File: config.mk
export PLATFORM = sky130hd
export DESIGN_NAME = percent_utf8_to_utf16_decoder
export DESIGN_NICKNAME = d
export VERILOG_FILES = /design/src/design/pud_pkg.sv /design/src/design/pud_step.sv /design/src/design/pud_out_buf.sv /design/src/design/percent_utf8_to_utf16_decoder.sv
export SDC_FILE = /design/constraint.sdc
export NUM_CORES = 1
export LEC_CHECK = 0
export BUFFER_PORTS_ARGS = -buffer_cell sky130_fd_sc_hd__buf_2
export CAP_MARGIN = 15
export CORE_ASPECT_RATIO = 1.4
export CORE_MARGIN = 10
export CORE_UTILIZATION = 40
export CTS_CLUSTER_SIZE = 25
export DETAILED_ROUTE_END_ITERATION = 8
export HOLD_SLACK_MARGIN = 0.1
export PLACE_DENSITY_LB_ADDON = 0.25
export SLEW_MARGIN = 40
export SYNTH_ARGS = -nofsm -noshare
export SYNTH_HDL_FRONTEND = slang
export SYNTH_SLANG_ARGS = --single-unit
File: constraint.sdc
create_clock -name aclk -period 4 [get_ports aclk]
set_input_delay 0.2 -clock aclk [delete_from_list [all_inputs] [get_ports aclk]]
set_output_delay 0.2 -clock aclk [all_outputs]
set_load 0.03 [all_outputs]
File: src/design/pud_pkg.sv
// ----------------------------------------------------------------------------
// pud_pkg
// Shared types, codes and helper functions for the percent-escape UTF-8 to
// UTF-16 path decoder.
// ----------------------------------------------------------------------------
package pud_pkg;

    localparam int UNIT_W   = 16;
    localparam int STATUS_W = 2;
    localparam int CP_W     = 21;

    // Result status codes.
    localparam logic [STATUS_W-1:0] ST_UNIT = 2'd0;
    localparam logic [STATUS_W-1:0] ST_OK   = 2'd1;
    localparam logic [STATUS_W-1:0] ST_ERR  = 2'd2;

    localparam logic [UNIT_W-1:0] PERCENT_CHAR = 16'h0025;
    localparam logic [UNIT_W-1:0] HI_SURR_BASE = 16'hD800;
    localparam logic [UNIT_W-1:0] LO_SURR_BASE = 16'hDC00;
    localparam logic [CP_W-1:0]   SUPP_BASE    = 21'h010000;
    localparam logic [CP_W-1:0]   CP_MAX       = 21'h10FFFF;

    // Escape parser state.
    typedef enum logic [2:0] {
        PH_IDLE = 3'b001,
        PH_HI   = 3'b010,
        PH_LO   = 3'b100
    } phase_t;

    typedef struct packed {
        logic [UNIT_W-1:0]   unit;
        logic [STATUS_W-1:0] status;
        logic                last;
    } result_t;

    // Up to two results produced by one input transaction.
    typedef struct packed {
        logic [1:0] count;
        result_t    r0;
        result_t    r1;
    } emit_t;

    // Value of a hex digit in bits 3:0; bit 4 set when the unit is no digit.
    function automatic logic [4:0] hex_value(input logic [UNIT_W-1:0] u);
        logic [4:0] v;
        v = 5'd16;
        if (u >= 16'h0030 && u <= 16'h0039) begin
            v = {1'b0, 4'(u - 16'h0030)};
        end else if (u >= 16'h0061 && u <= 16'h0066) begin
            v = {1'b0, 4'(u - 16'h0061 + 16'd10)};
        end else if (u >= 16'h0041 && u <= 16'h0046) begin
            v = {1'b0, 4'(u - 16'h0041 + 16'd10)};
        end
        return v;
    endfunction

endpackage

File: src/design/pud_step.sv
// ----------------------------------------------------------------------------
// pud_step
// Decoder state and the single-pass decode of one registered input unit.
// ----------------------------------------------------------------------------
module pud_step
    import pud_pkg::*;
(
    input  logic              aclk,
    input  logic              aresetn,
    input  logic              fire,
    input  logic [UNIT_W-1:0] unit,
    input  logic              end_of_string,
    output emit_t             emit
);

    phase_t          phase_reg, phase_next;
    logic [3:0]      nibble_reg, nibble_next;
    logic [CP_W-1:0] cp_reg, cp_next;
    logic [1:0]      left_reg, left_next;
    logic            failed_reg, failed_next;
    logic            seen_reg, seen_next;

    logic [4:0]      hv;
    logic [7:0]      byte_val;
    logic [CP_W-1:0] cp_cont;
    logic [1:0]      left_dec;
    logic [CP_W-1:0] cp_emit;
    logic            do_emit;
    logic [CP_W-1:0] cp_off;

    always_comb begin
        hv       = hex_value(unit);
        byte_val = {nibble_reg, hv[3:0]};
        cp_cont  = {cp_reg[CP_W-7:0], byte_val[5:0]};
        left_dec = left_reg - 2'd1;
        cp_off   = cp_emit - SUPP_BASE;
    end

    always_comb begin
        phase_next  = phase_reg;
        nibble_next = nibble_reg;
        cp_next     = cp_reg;
        left_next   = left_reg;
        failed_next = failed_reg;
        seen_next   = seen_reg;
        do_emit     = 1'b0;
        cp_emit     = cp_reg;
        emit        = '0;

        if (end_of_string) begin
            emit.count     = 2'd1;
            emit.r0.status = (failed_reg || phase_reg != PH_IDLE || left_reg != 2'd0 ||
                              !seen_reg) ? ST_ERR : ST_OK;
            emit.r0.last   = 1'b1;
            phase_next     = PH_IDLE;
            nibble_next    = '0;
            cp_next        = '0;
            left_next      = '0;
            failed_next    = 1'b0;
            seen_next      = 1'b0;
        end else begin
            seen_next = 1'b1;
            if (!failed_reg) begin
                unique case (phase_reg)
                    PH_IDLE: begin
                        if (unit == PERCENT_CHAR) begin
                            phase_next = PH_HI;
                        end else if (left_reg != 2'd0) begin
                            failed_next = 1'b1;
                        end else begin
                            emit.count   = 2'd1;
                            emit.r0.unit = unit;
                            emit.r0.last = 1'b1;
                        end
                    end
                    PH_HI: begin
                        if (hv[4]) begin
                            failed_next = 1'b1;
                            phase_next  = PH_IDLE;
                        end else begin
                            nibble_next = hv[3:0];
                            phase_next  = PH_LO;
                        end
                    end
                    PH_LO: begin
                        phase_next = PH_IDLE;
                        if (hv[4]) begin
                            failed_next = 1'b1;
                        end else if (left_reg != 2'd0) begin
                            // Continuation byte expected.
                            if (byte_val[7:6] != 2'b10) begin
                                failed_next = 1'b1;
                            end else begin
                                cp_next   = cp_cont;
                                left_next = left_dec;
                                cp_emit   = cp_cont;
                                if (left_dec == 2'd0) begin
                                    if (cp_cont[CP_W-1:11] == 10'h01B || cp_cont > CP_MAX) begin
                                        failed_next = 1'b1;
                                    end else begin
                                        do_emit = 1'b1;
                                    end
                                end
                            end
                        end else begin
                            // Lead byte.
                            priority if (byte_val[7] == 1'b0) begin
                                cp_emit = {13'd0, byte_val};
                                do_emit = 1'b1;
                            end else if (byte_val[7:6] == 2'b10) begin
                                failed_next = 1'b1;
                            end else if (byte_val[7:5] == 3'b110) begin
                                cp_next   = {16'd0, byte_val[4:0]};
                                left_next = 2'd1;
                            end else if (byte_val[7:4] == 4'b1110) begin
                                cp_next   = {17'd0, byte_val[3:0]};
                                left_next = 2'd2;
                            end else if (byte_val[7:3] == 5'b11110) begin
                                cp_next   = {18'd0, byte_val[2:0]};
                                left_next = 2'd3;
                            end else begin
                                failed_next = 1'b1;
                            end
                        end
                    end
                    default: begin
                        phase_next = PH_IDLE;
                    end
                endcase
            end

            if (do_emit) begin
                if (cp_emit >= SUPP_BASE) begin
                    emit.count   = 2'd2;
                    emit.r0.unit = HI_SURR_BASE + {6'd0, cp_off[19:10]};
                    emit.r1.unit = LO_SURR_BASE | {6'd0, cp_emit[9:0]};
                    emit.r1.last = 1'b1;
                end else begin
                    emit.count   = 2'd1;
                    emit.r0.unit = cp_emit[UNIT_W-1:0];
                    emit.r0.last = 1'b1;
                end
            end
        end
    end

    always_ff @(posedge aclk) begin
        if (!aresetn) begin
            phase_reg  <= PH_IDLE;
            nibble_reg <= '0;
            cp_reg     <= '0;
            left_reg   <= '0;
            failed_reg <= 1'b0;
            seen_reg   <= 1'b0;
        end else if (fire) begin
            phase_reg  <= phase_next;
            nibble_reg <= nibble_next;
            cp_reg     <= cp_next;
            left_reg   <= left_next;
            failed_reg <= failed_next;
            seen_reg   <= seen_next;
        end
    end

`ifndef SYNTHESIS
    a_eos_one_result: assert property (@(posedge aclk) disable iff (!aresetn)
        fire && end_of_string |-> emit.count == 2'd1 && emit.r0.last && emit.r0.status != ST_UNIT)
        else $error("end of string must give exactly one status result");

    a_eos_clears: assert property (@(posedge aclk) disable iff (!aresetn)
        fire && end_of_string |=> phase_reg == PH_IDLE && !failed_reg && left_reg == 2'd0 &&
        !seen_reg)
        else $error("decoder state not cleared after end of string");

    a_pair_is_surrogates: assert property (@(posedge aclk) disable iff (!aresetn)
        emit.count == 2'd2 |-> emit.r0.unit[15:10] == 6'b110110 &&
        emit.r1.unit[15:10] == 6'b110111 && !emit.r0.last && emit.r1.last)
        else $error("two-result transaction is not a surrogate pair");
`endif

endmodule

File: src/design/pud_out_buf.sv
// ----------------------------------------------------------------------------
// pud_out_buf
// Two-entry result buffer that holds the results of one input transaction
// and presents them in order on the result channel.
// ----------------------------------------------------------------------------
module pud_out_buf
    import pud_pkg::*;
(
    input  logic    aclk,
    input  logic    aresetn,
    input  logic    load,
    input  emit_t   emit,
    output logic    can_load,
    input  logic    m_ready,
    output logic    m_valid,
    output result_t head
);

    logic [1:0] cnt_reg, cnt_next;
    result_t    slot0_reg, slot0_next;
    result_t    slot1_reg, slot1_next;
    logic       pop;

    assign m_valid  = (cnt_reg != 2'd0);
    assign pop      = m_valid && m_ready;
    assign can_load = (cnt_reg == 2'd0) || (cnt_reg == 2'd1 && m_ready);
    assign head     = slot0_reg;

    always_comb begin
        cnt_next   = cnt_reg;
        slot0_next = slot0_reg;
        slot1_next = slot1_reg;
        if (load) begin
            cnt_next   = emit.count;
            slot0_next = emit.r0;
            slot1_next = emit.r1;
        end else if (pop) begin
            cnt_next   = cnt_reg - 2'd1;
            slot0_next = slot1_reg;
        end
    end

    always_ff @(posedge aclk) begin
        if (!aresetn) begin
            cnt_reg <= '0;
        end else begin
            cnt_reg <= cnt_next;
        end
    end

    always_ff @(posedge aclk) begin
        slot0_reg <= slot0_next;
        slot1_reg <= slot1_next;
    end

`ifndef SYNTHESIS
    a_cnt_range: assert property (@(posedge aclk) disable iff (!aresetn)
        cnt_reg != 2'd3)
        else $error("result buffer count out of range");

    a_load_only_when_drained: assert property (@(posedge aclk) disable iff (!aresetn)
        load |-> cnt_reg == 2'd0 || (cnt_reg == 2'd1 && m_ready))
        else $error("result buffer loaded while holding undelivered results");

    a_pair_second_follows: assert property (@(posedge aclk) disable iff (!aresetn)
        cnt_reg == 2'd2 && m_ready |=> cnt_reg == 2'd1 && slot0_reg == $past(slot1_reg))
        else $error("second result of a pair lost");
`endif

endmodule

File: src/design/percent_utf8_to_utf16_decoder.sv
// ----------------------------------------------------------------------------
// percent_utf8_to_utf16_decoder
// Decodes a UTF-16 path string with percent escapes holding UTF-8 bytes into
// plain UTF-16, with an ok or error status at the end of each string.
// ----------------------------------------------------------------------------
//
//  Channel   Direction  Handshake          Payload
//  s_        in         s_valid/s_ready    s_unit[15:0], s_end_of_string
//  m_        out        m_valid/m_ready    m_unit_out[15:0], m_status[1:0], m_run_last
//
// One input transaction is taken every cycle while s_ready is high. Each
// transaction gives zero, one or two result transactions; the second result
// of a surrogate pair is held in the result buffer, and a new input waits
// in the input register until the buffer can take its results.
// A result passes through the input register and then the result buffer
// before it reaches the result channel.
// aresetn is synchronous and active low; it clears the decoder state and
// empties both the input register and the result buffer.
// A stall on m_ready holds the pending results; the input register accepts
// one more transaction and then s_ready drops until the buffer drains.
// ----------------------------------------------------------------------------
module percent_utf8_to_utf16_decoder
    import pud_pkg::*;
(
    input  logic                aclk,
    input  logic                aresetn,

    input  logic                s_valid,
    output logic                s_ready,
    input  logic [UNIT_W-1:0]   s_unit,
    input  logic                s_end_of_string,

    output logic                m_valid,
    input  logic                m_ready,
    output logic [UNIT_W-1:0]   m_unit_out,
    output logic [STATUS_W-1:0] m_status,
    output logic                m_run_last
);

    // Input register: holds one accepted transaction until the decoder can
    // place its results in the result buffer.
    logic              in_valid_reg;
    logic [UNIT_W-1:0] in_unit_reg;
    logic              in_eos_reg;

    logic    can_load;
    logic    fire;
    emit_t   emit;
    result_t head;

    // The decoder consumes the registered transaction only when the result
    // buffer will be free in this cycle, so its state and the buffered
    // results always advance together.
    assign fire    = in_valid_reg && can_load;
    assign s_ready = !in_valid_reg || fire;

    always_ff @(posedge aclk) begin
        if (!aresetn) begin
            in_valid_reg <= 1'b0;
        end else if (s_valid && s_ready) begin
            in_valid_reg <= 1'b1;
        end else if (fire) begin
            in_valid_reg <= 1'b0;
        end
    end

    always_ff @(posedge aclk) begin
        if (s_valid && s_ready) begin
            in_unit_reg <= s_unit;
            in_eos_reg  <= s_end_of_string;
        end
    end

    // Escape parsing, UTF-8 assembly and UTF-16 encoding in one pass.
    pud_step u_step (
        .aclk          (aclk),
        .aresetn       (aresetn),
        .fire          (fire),
        .unit          (in_unit_reg),
        .end_of_string (in_eos_reg),
        .emit          (emit)
    );

    // Result buffer: up to two results per transaction, delivered in order.
    pud_out_buf u_out_buf (
        .aclk     (aclk),
        .aresetn  (aresetn),
        .load     (fire),
        .emit     (emit),
        .can_load (can_load),
        .m_ready  (m_ready),
        .m_valid  (m_valid),
        .head     (head)
    );

    assign m_unit_out = head.unit;
    assign m_status   = head.status;
    assign m_run_last = head.last;

endmodule
=== After elaboration in Yosys (flattened, before gate mapping) ===
Cells that the tools add are included.

* Bits in registers: 88

* Add/sub/neg operators: 9
* Order comparisons: 8
* Equal/unequal tests: 17
* Muxes and demuxes: 92
* Bitwise operators: 2
* Reductions and logical operators: 31

{| class="wikitable"
|+ Operators by type and width
! kind !! number
|-
| $mux W21 || 17
|-
| $mux W18 || 5
|-
| $mux W19 || 2
|-
| $mux W1 || 34
|-
| $mux W17 || 2
|-
| $ge A16 B7 Y1 const B || 2
|-
| $le A16 B7 Y1 const B || 2
|-
| $mux W16 || 2
|-
| $mux W2 || 16
|-
| $ge A21 B17 Y1 const B || 1
|-
| $gt A21 B21 Y1 const B || 1
|-
| $mux W20 || 1
|-
| $sub A20 B17 Y20 const B || 1
|-
| $add A15 B11 Y16 const A || 1
|-
| $eq A16 B6 Y1 const B || 1
|-
| $ge A16 B6 Y1 const B || 1
|-
| $le A16 B6 Y1 const B || 1
|-
| $mux W4 || 4
|-
| $mux W5 || 3
|-
| $mux W3 || 4
|-
| $reduce_bool A2 Y1 || 6
|-
| $sub A4 B1 Y4 const B || 3
|-
| $eq A10 B5 Y1 const B || 1
|-
| $add A4 B4 Y4 const B || 2
|-
| other kinds (27) || 46
|}

=== Logic depth before layout (Yosys ltp) ===
* Depth in word-level cells: 18
* Depth in mapped cells: 14

=== By module ===
Synthesis repeated with hierarchy kept, for this count alone.

* Cells, all modules: 469
* Area total of the unflattened synthesis: 5,083.6 um2

{| class="wikitable"
|+ By module, submodules not included
! module !! times used !! cells each !! area an instance (um2) !! sequential area each (um2)
|-
| pud_step || 1 || 368 || 2,910.3 || 640.6
|-
| pud_out_buf || 1 || 78 || 1,597.8 || 1,181.1
|-
| percent_utf8_to_utf16_decoder || 1 || 23 || 575.6 || 530.5
|}

=== Worst setup path before layout ===
OpenSTA, ideal clock, no wires.

* Kind: reg-to-reg
* Start: register in_unit_reg[0]
* End: register u_out_buf.slot0_reg (netlist bit u_out_buf.head[11]) (data pin)
* Setup time: 0.180 ns
* Data arrival time: 3.020 ns
* Path slack: 0.801 ns
* Stages on the path, launching flop included: 15
* Buffers on the path: 2
* Period minus slack after synthesis: 3.199 ns
* Path through: edfxtp_1 -> clkbuf_1 -> inv_1 -> ha_1 -> or4b_1 -> and3_1 -> and2_4 -> buf_4 -> o211ai_4 -> a22oi_2 -> ha_1 -> and2_1 -> a22oi_1 -> a21oi_1 -> o41ai_2

{| class="wikitable"
|+ RTL lines
! what !! line !! source
|-
| start, declared || percent_utf8_to_utf16_decoder.sv:43 || <nowiki>logic [UNIT_W-1:0] in_unit_reg;</nowiki>
|-
| start signal, assigned || percent_utf8_to_utf16_decoder.sv:69 || <nowiki>in_unit_reg <= s_unit;</nowiki>
|-
| end signal, assigned || pud_out_buf.sv:52 || <nowiki>slot0_reg <= slot0_next;</nowiki>
|-
| end, declared || pud_out_buf.sv:20 || <nowiki>result_t slot0_reg, slot0_next;</nowiki>
|}

==> metrics <==
Hold Path Class=primary input to flip-flop; overall routing resource usage=17.1%; GRT overflow=0; DRT iter0 DRCs=374; Core Rows=46; GP Congestion=0.952; Hold Vio Cnt, Final=0; nets=553; Max-slew headroom=48.1%; worst vdd ir=0.220 mV; Crit Path Max Fanout=10; WP data required=4150 ps; CP max stage cell=a2111oi_4; first-pass GRT wire length=22600 um; max incr delay on CP=660 ps; Syn Area/Cell=9.66 um^2; cts repair resizes=0; Worst Setup Start Kind=flip-flop; status=complete, no violations; min cycle time layout=3650 ps; Post-CTS Setup Inserts=0; setup total negative slack=0 ps; clk root buf=clkbuf_16; clock latency reported for the late side of the worst-skew pair=350 ps; syn nets=509; Async SR Flop Fraction=0%; commonest non-fill, non-tap cell in the layout=nand2_1; PortBufs=41; CTS tree=done; Pleak=0.00199 uW; Mapped Cells=482; DRC errors left=0; Die Wd=111 um; layout overhead on the synthesized area=16.2%; RSZ-0062 raised after global routing=false; CTS clk-pin slew, worst paths=60 ps; Final Non-Filler Cells=675; via density per instance=6.15; worst-case clock buffer depth=2; number of synthesized flops with an enable pin=47; ys flop type=edfxtp_1; core area=11300 um^2; crit-path cells=inv_1 -> ha_1 -> nor2_1 -> o21ai_0 -> nand3_2 -> a2111oi_4 -> a22oi_1 -> ha_1 -> and2_1 -> a22oi_1 -> a21oi_1 -> o41ai_2; skew final=6.63 ps; die height=148 um; layout cells sized above 1=16.8%; H-tree Lvls=3; Max Clk Rate=0.274 GHz; initial antenna violation count=0; final setup fails=0; Antenna Nets Post-Route=0; I/O Pins=42; leading area contributor after synthesis=edfxtp_1; WS Path Type=flip-flop to flip-flop; Initial Util=41.1%; leading post-synthesis cells by cell area=edfxtp_1, dfxtp_1, nand2_1, a21oi_1, a22o_1; Clock Sinks=82; crit share post-route=91.3%; Yosys Warn Count=0; die area=16400 um^2; DP HPWL=10600 um; share of the synthesized area in the top cell type=30.3%; commonest cells after routing, fill and taps aside=nand2_1, edfxtp_1, buf_2; total wire length=14400 um; Power Dens Cells=415 nW/um^2; WL per Instance=21.3 um; Mapped Area=4660 um^2; Inserted Diodes=0; Slew Limit Fails=0; actual slew at the worst max-slew pin=776 ps; sequential element share of the synthesized area=45.4%; Placed Instances=641; pin count of the biggest net entering global routing=23; clock buffer count from CTS=9; max reg flops=21; vias in the first global route=4095; Seq cells post-synth=82; Yosys cell types=85; Max-cap violations=0; drt first pass iters=5; Worst Setup End Kind=flip-flop; CP Data Arrival Time=3800 ps; vias post-DR=4149
-- logic make-up (layout without fill, tap and decap cells) --
family	count (synthesis)	count (layout)	synth area share (%)
flip-flops	82	82	45.4
multiplexers	7	7	1.56
AO/OA/AOI/OAI	167	167	27.0
buffers and inverters	49	98	4.57
AND/OR/NAND/NOR	170	170	19.7
adder cells (fa/ha/maj)	6	6	1.61
XOR/XNOR	1	1	0.188
-- worst paths after layout --
check	start	endpoint	slack, ps	depth (start not counted)
max	in_unit_reg[0]	u_out_buf.head[11]	350	12
min	aresetn	u_step.phase_reg[0]	230	2
max reg2reg	in_unit_reg[0]	u_out_buf.head[11]	350	12
min reg2reg	u_step.phase_reg[2]	u_step.phase_reg[2]	510	2
-- stage by stage --
| stage | instance area, um^2 | worst slack (ps) | util [%] | hold slack, ps | power (uW) |
|---|---|---|---|---|---|
| floorplan | 4660 | 801 | - | 299 | 1330 |
| finish | 5410 | 348 | 47.7 | 228 | 2240 |
| detailed placement | 4950 | 447 | 43.7 | 378 | 1470 |
| global placement | 4940 | 515 | 43.6 | 376 | 1460 |
| global route | 5410 | 5.37 | 47.7 | 251 | 2340 |
| CTS | 5410 | 422 | 47.7 | 234 | 2260 |
-- critical path, delay by kind of cell (launching register included) --
| family | cells | cell delay (ps) |
|---|---|---|
| AO/OA/AOI/OAI | 6 | 1850 |
| flip-flops | 1 | 550 |
| AND/OR/NAND/NOR | 3 | 490 |
| adder cells (fa/ha/maj) | 2 | 420 |
| buffers and inverters | 1 | 140 |
-- where the power goes --
| part | switching (uW) | leakage, uW | internal, uW |
|---|---|---|---|
| sequential | 38.8 | 0.000742 | 995 |
| clock | 355 | 0.000128 | 425 |
| combinational | 299 | 0.00112 | 131 |
| total | 693 | 0.00199 | 1550 |
-- Yosys cell counts, types with 3 or more instances --
master    instances
nand2_1          49
edfxtp_1         47
dfxtp_1          35
a21oi_1          33
nor2_1           31
clkbuf_1         20
o21ai_0          20
a22o_1           18
nor3_1           17
and2_1           15
inv_1            14
o21ai_1          10
buf_2             8
nand3_1           8
nor2b_1           8
a22oi_1           7
nand2b_1          7
a221oi_1          6
and3_1            6
ha_1              6
o31ai_1           6
a32o_1            5
mux2i_1           5
a211oi_1          4
a21o_1            4
a31oi_1           4
o211ai_1          4
a21boi_0          3
a311oi_1          3
and4_1            3
buf_4             3
o22ai_1           3
or4_1             3
-- per-layer routing --
layer / global-route usage, % / vias up / part of all wire, % / wire, um
li1: - / 1941 / - / -
met1: 19.4 / 1959 / 40 / 5790
met2: 28.9 / 198 / 48 / 6970
met3: 3.08 / 51 / 5.6 / 807
met4: 10.6 / 0 / 5.7 / 822
met5: 0 / - / 0 / 0
-- repair_timing --
item,in CTS,in global routing
hold buffers,18,0
endpoints found under the hold margin,18,0
endpoints found under the setup margin,0,0
-- cell type report --
cell class,count,area [um^2]
Timing Repair Buffer,67,445
Clock buffer,9,225
Clock inverter,7,52.6
Inverter,15,56.3
Fill cell,1053,5930
Sequential cell,82,2110
Multi-Input combinational cell,351,2340
Tap cell,144,180
No activity file was read; power rests on OpenSTA's default activity.
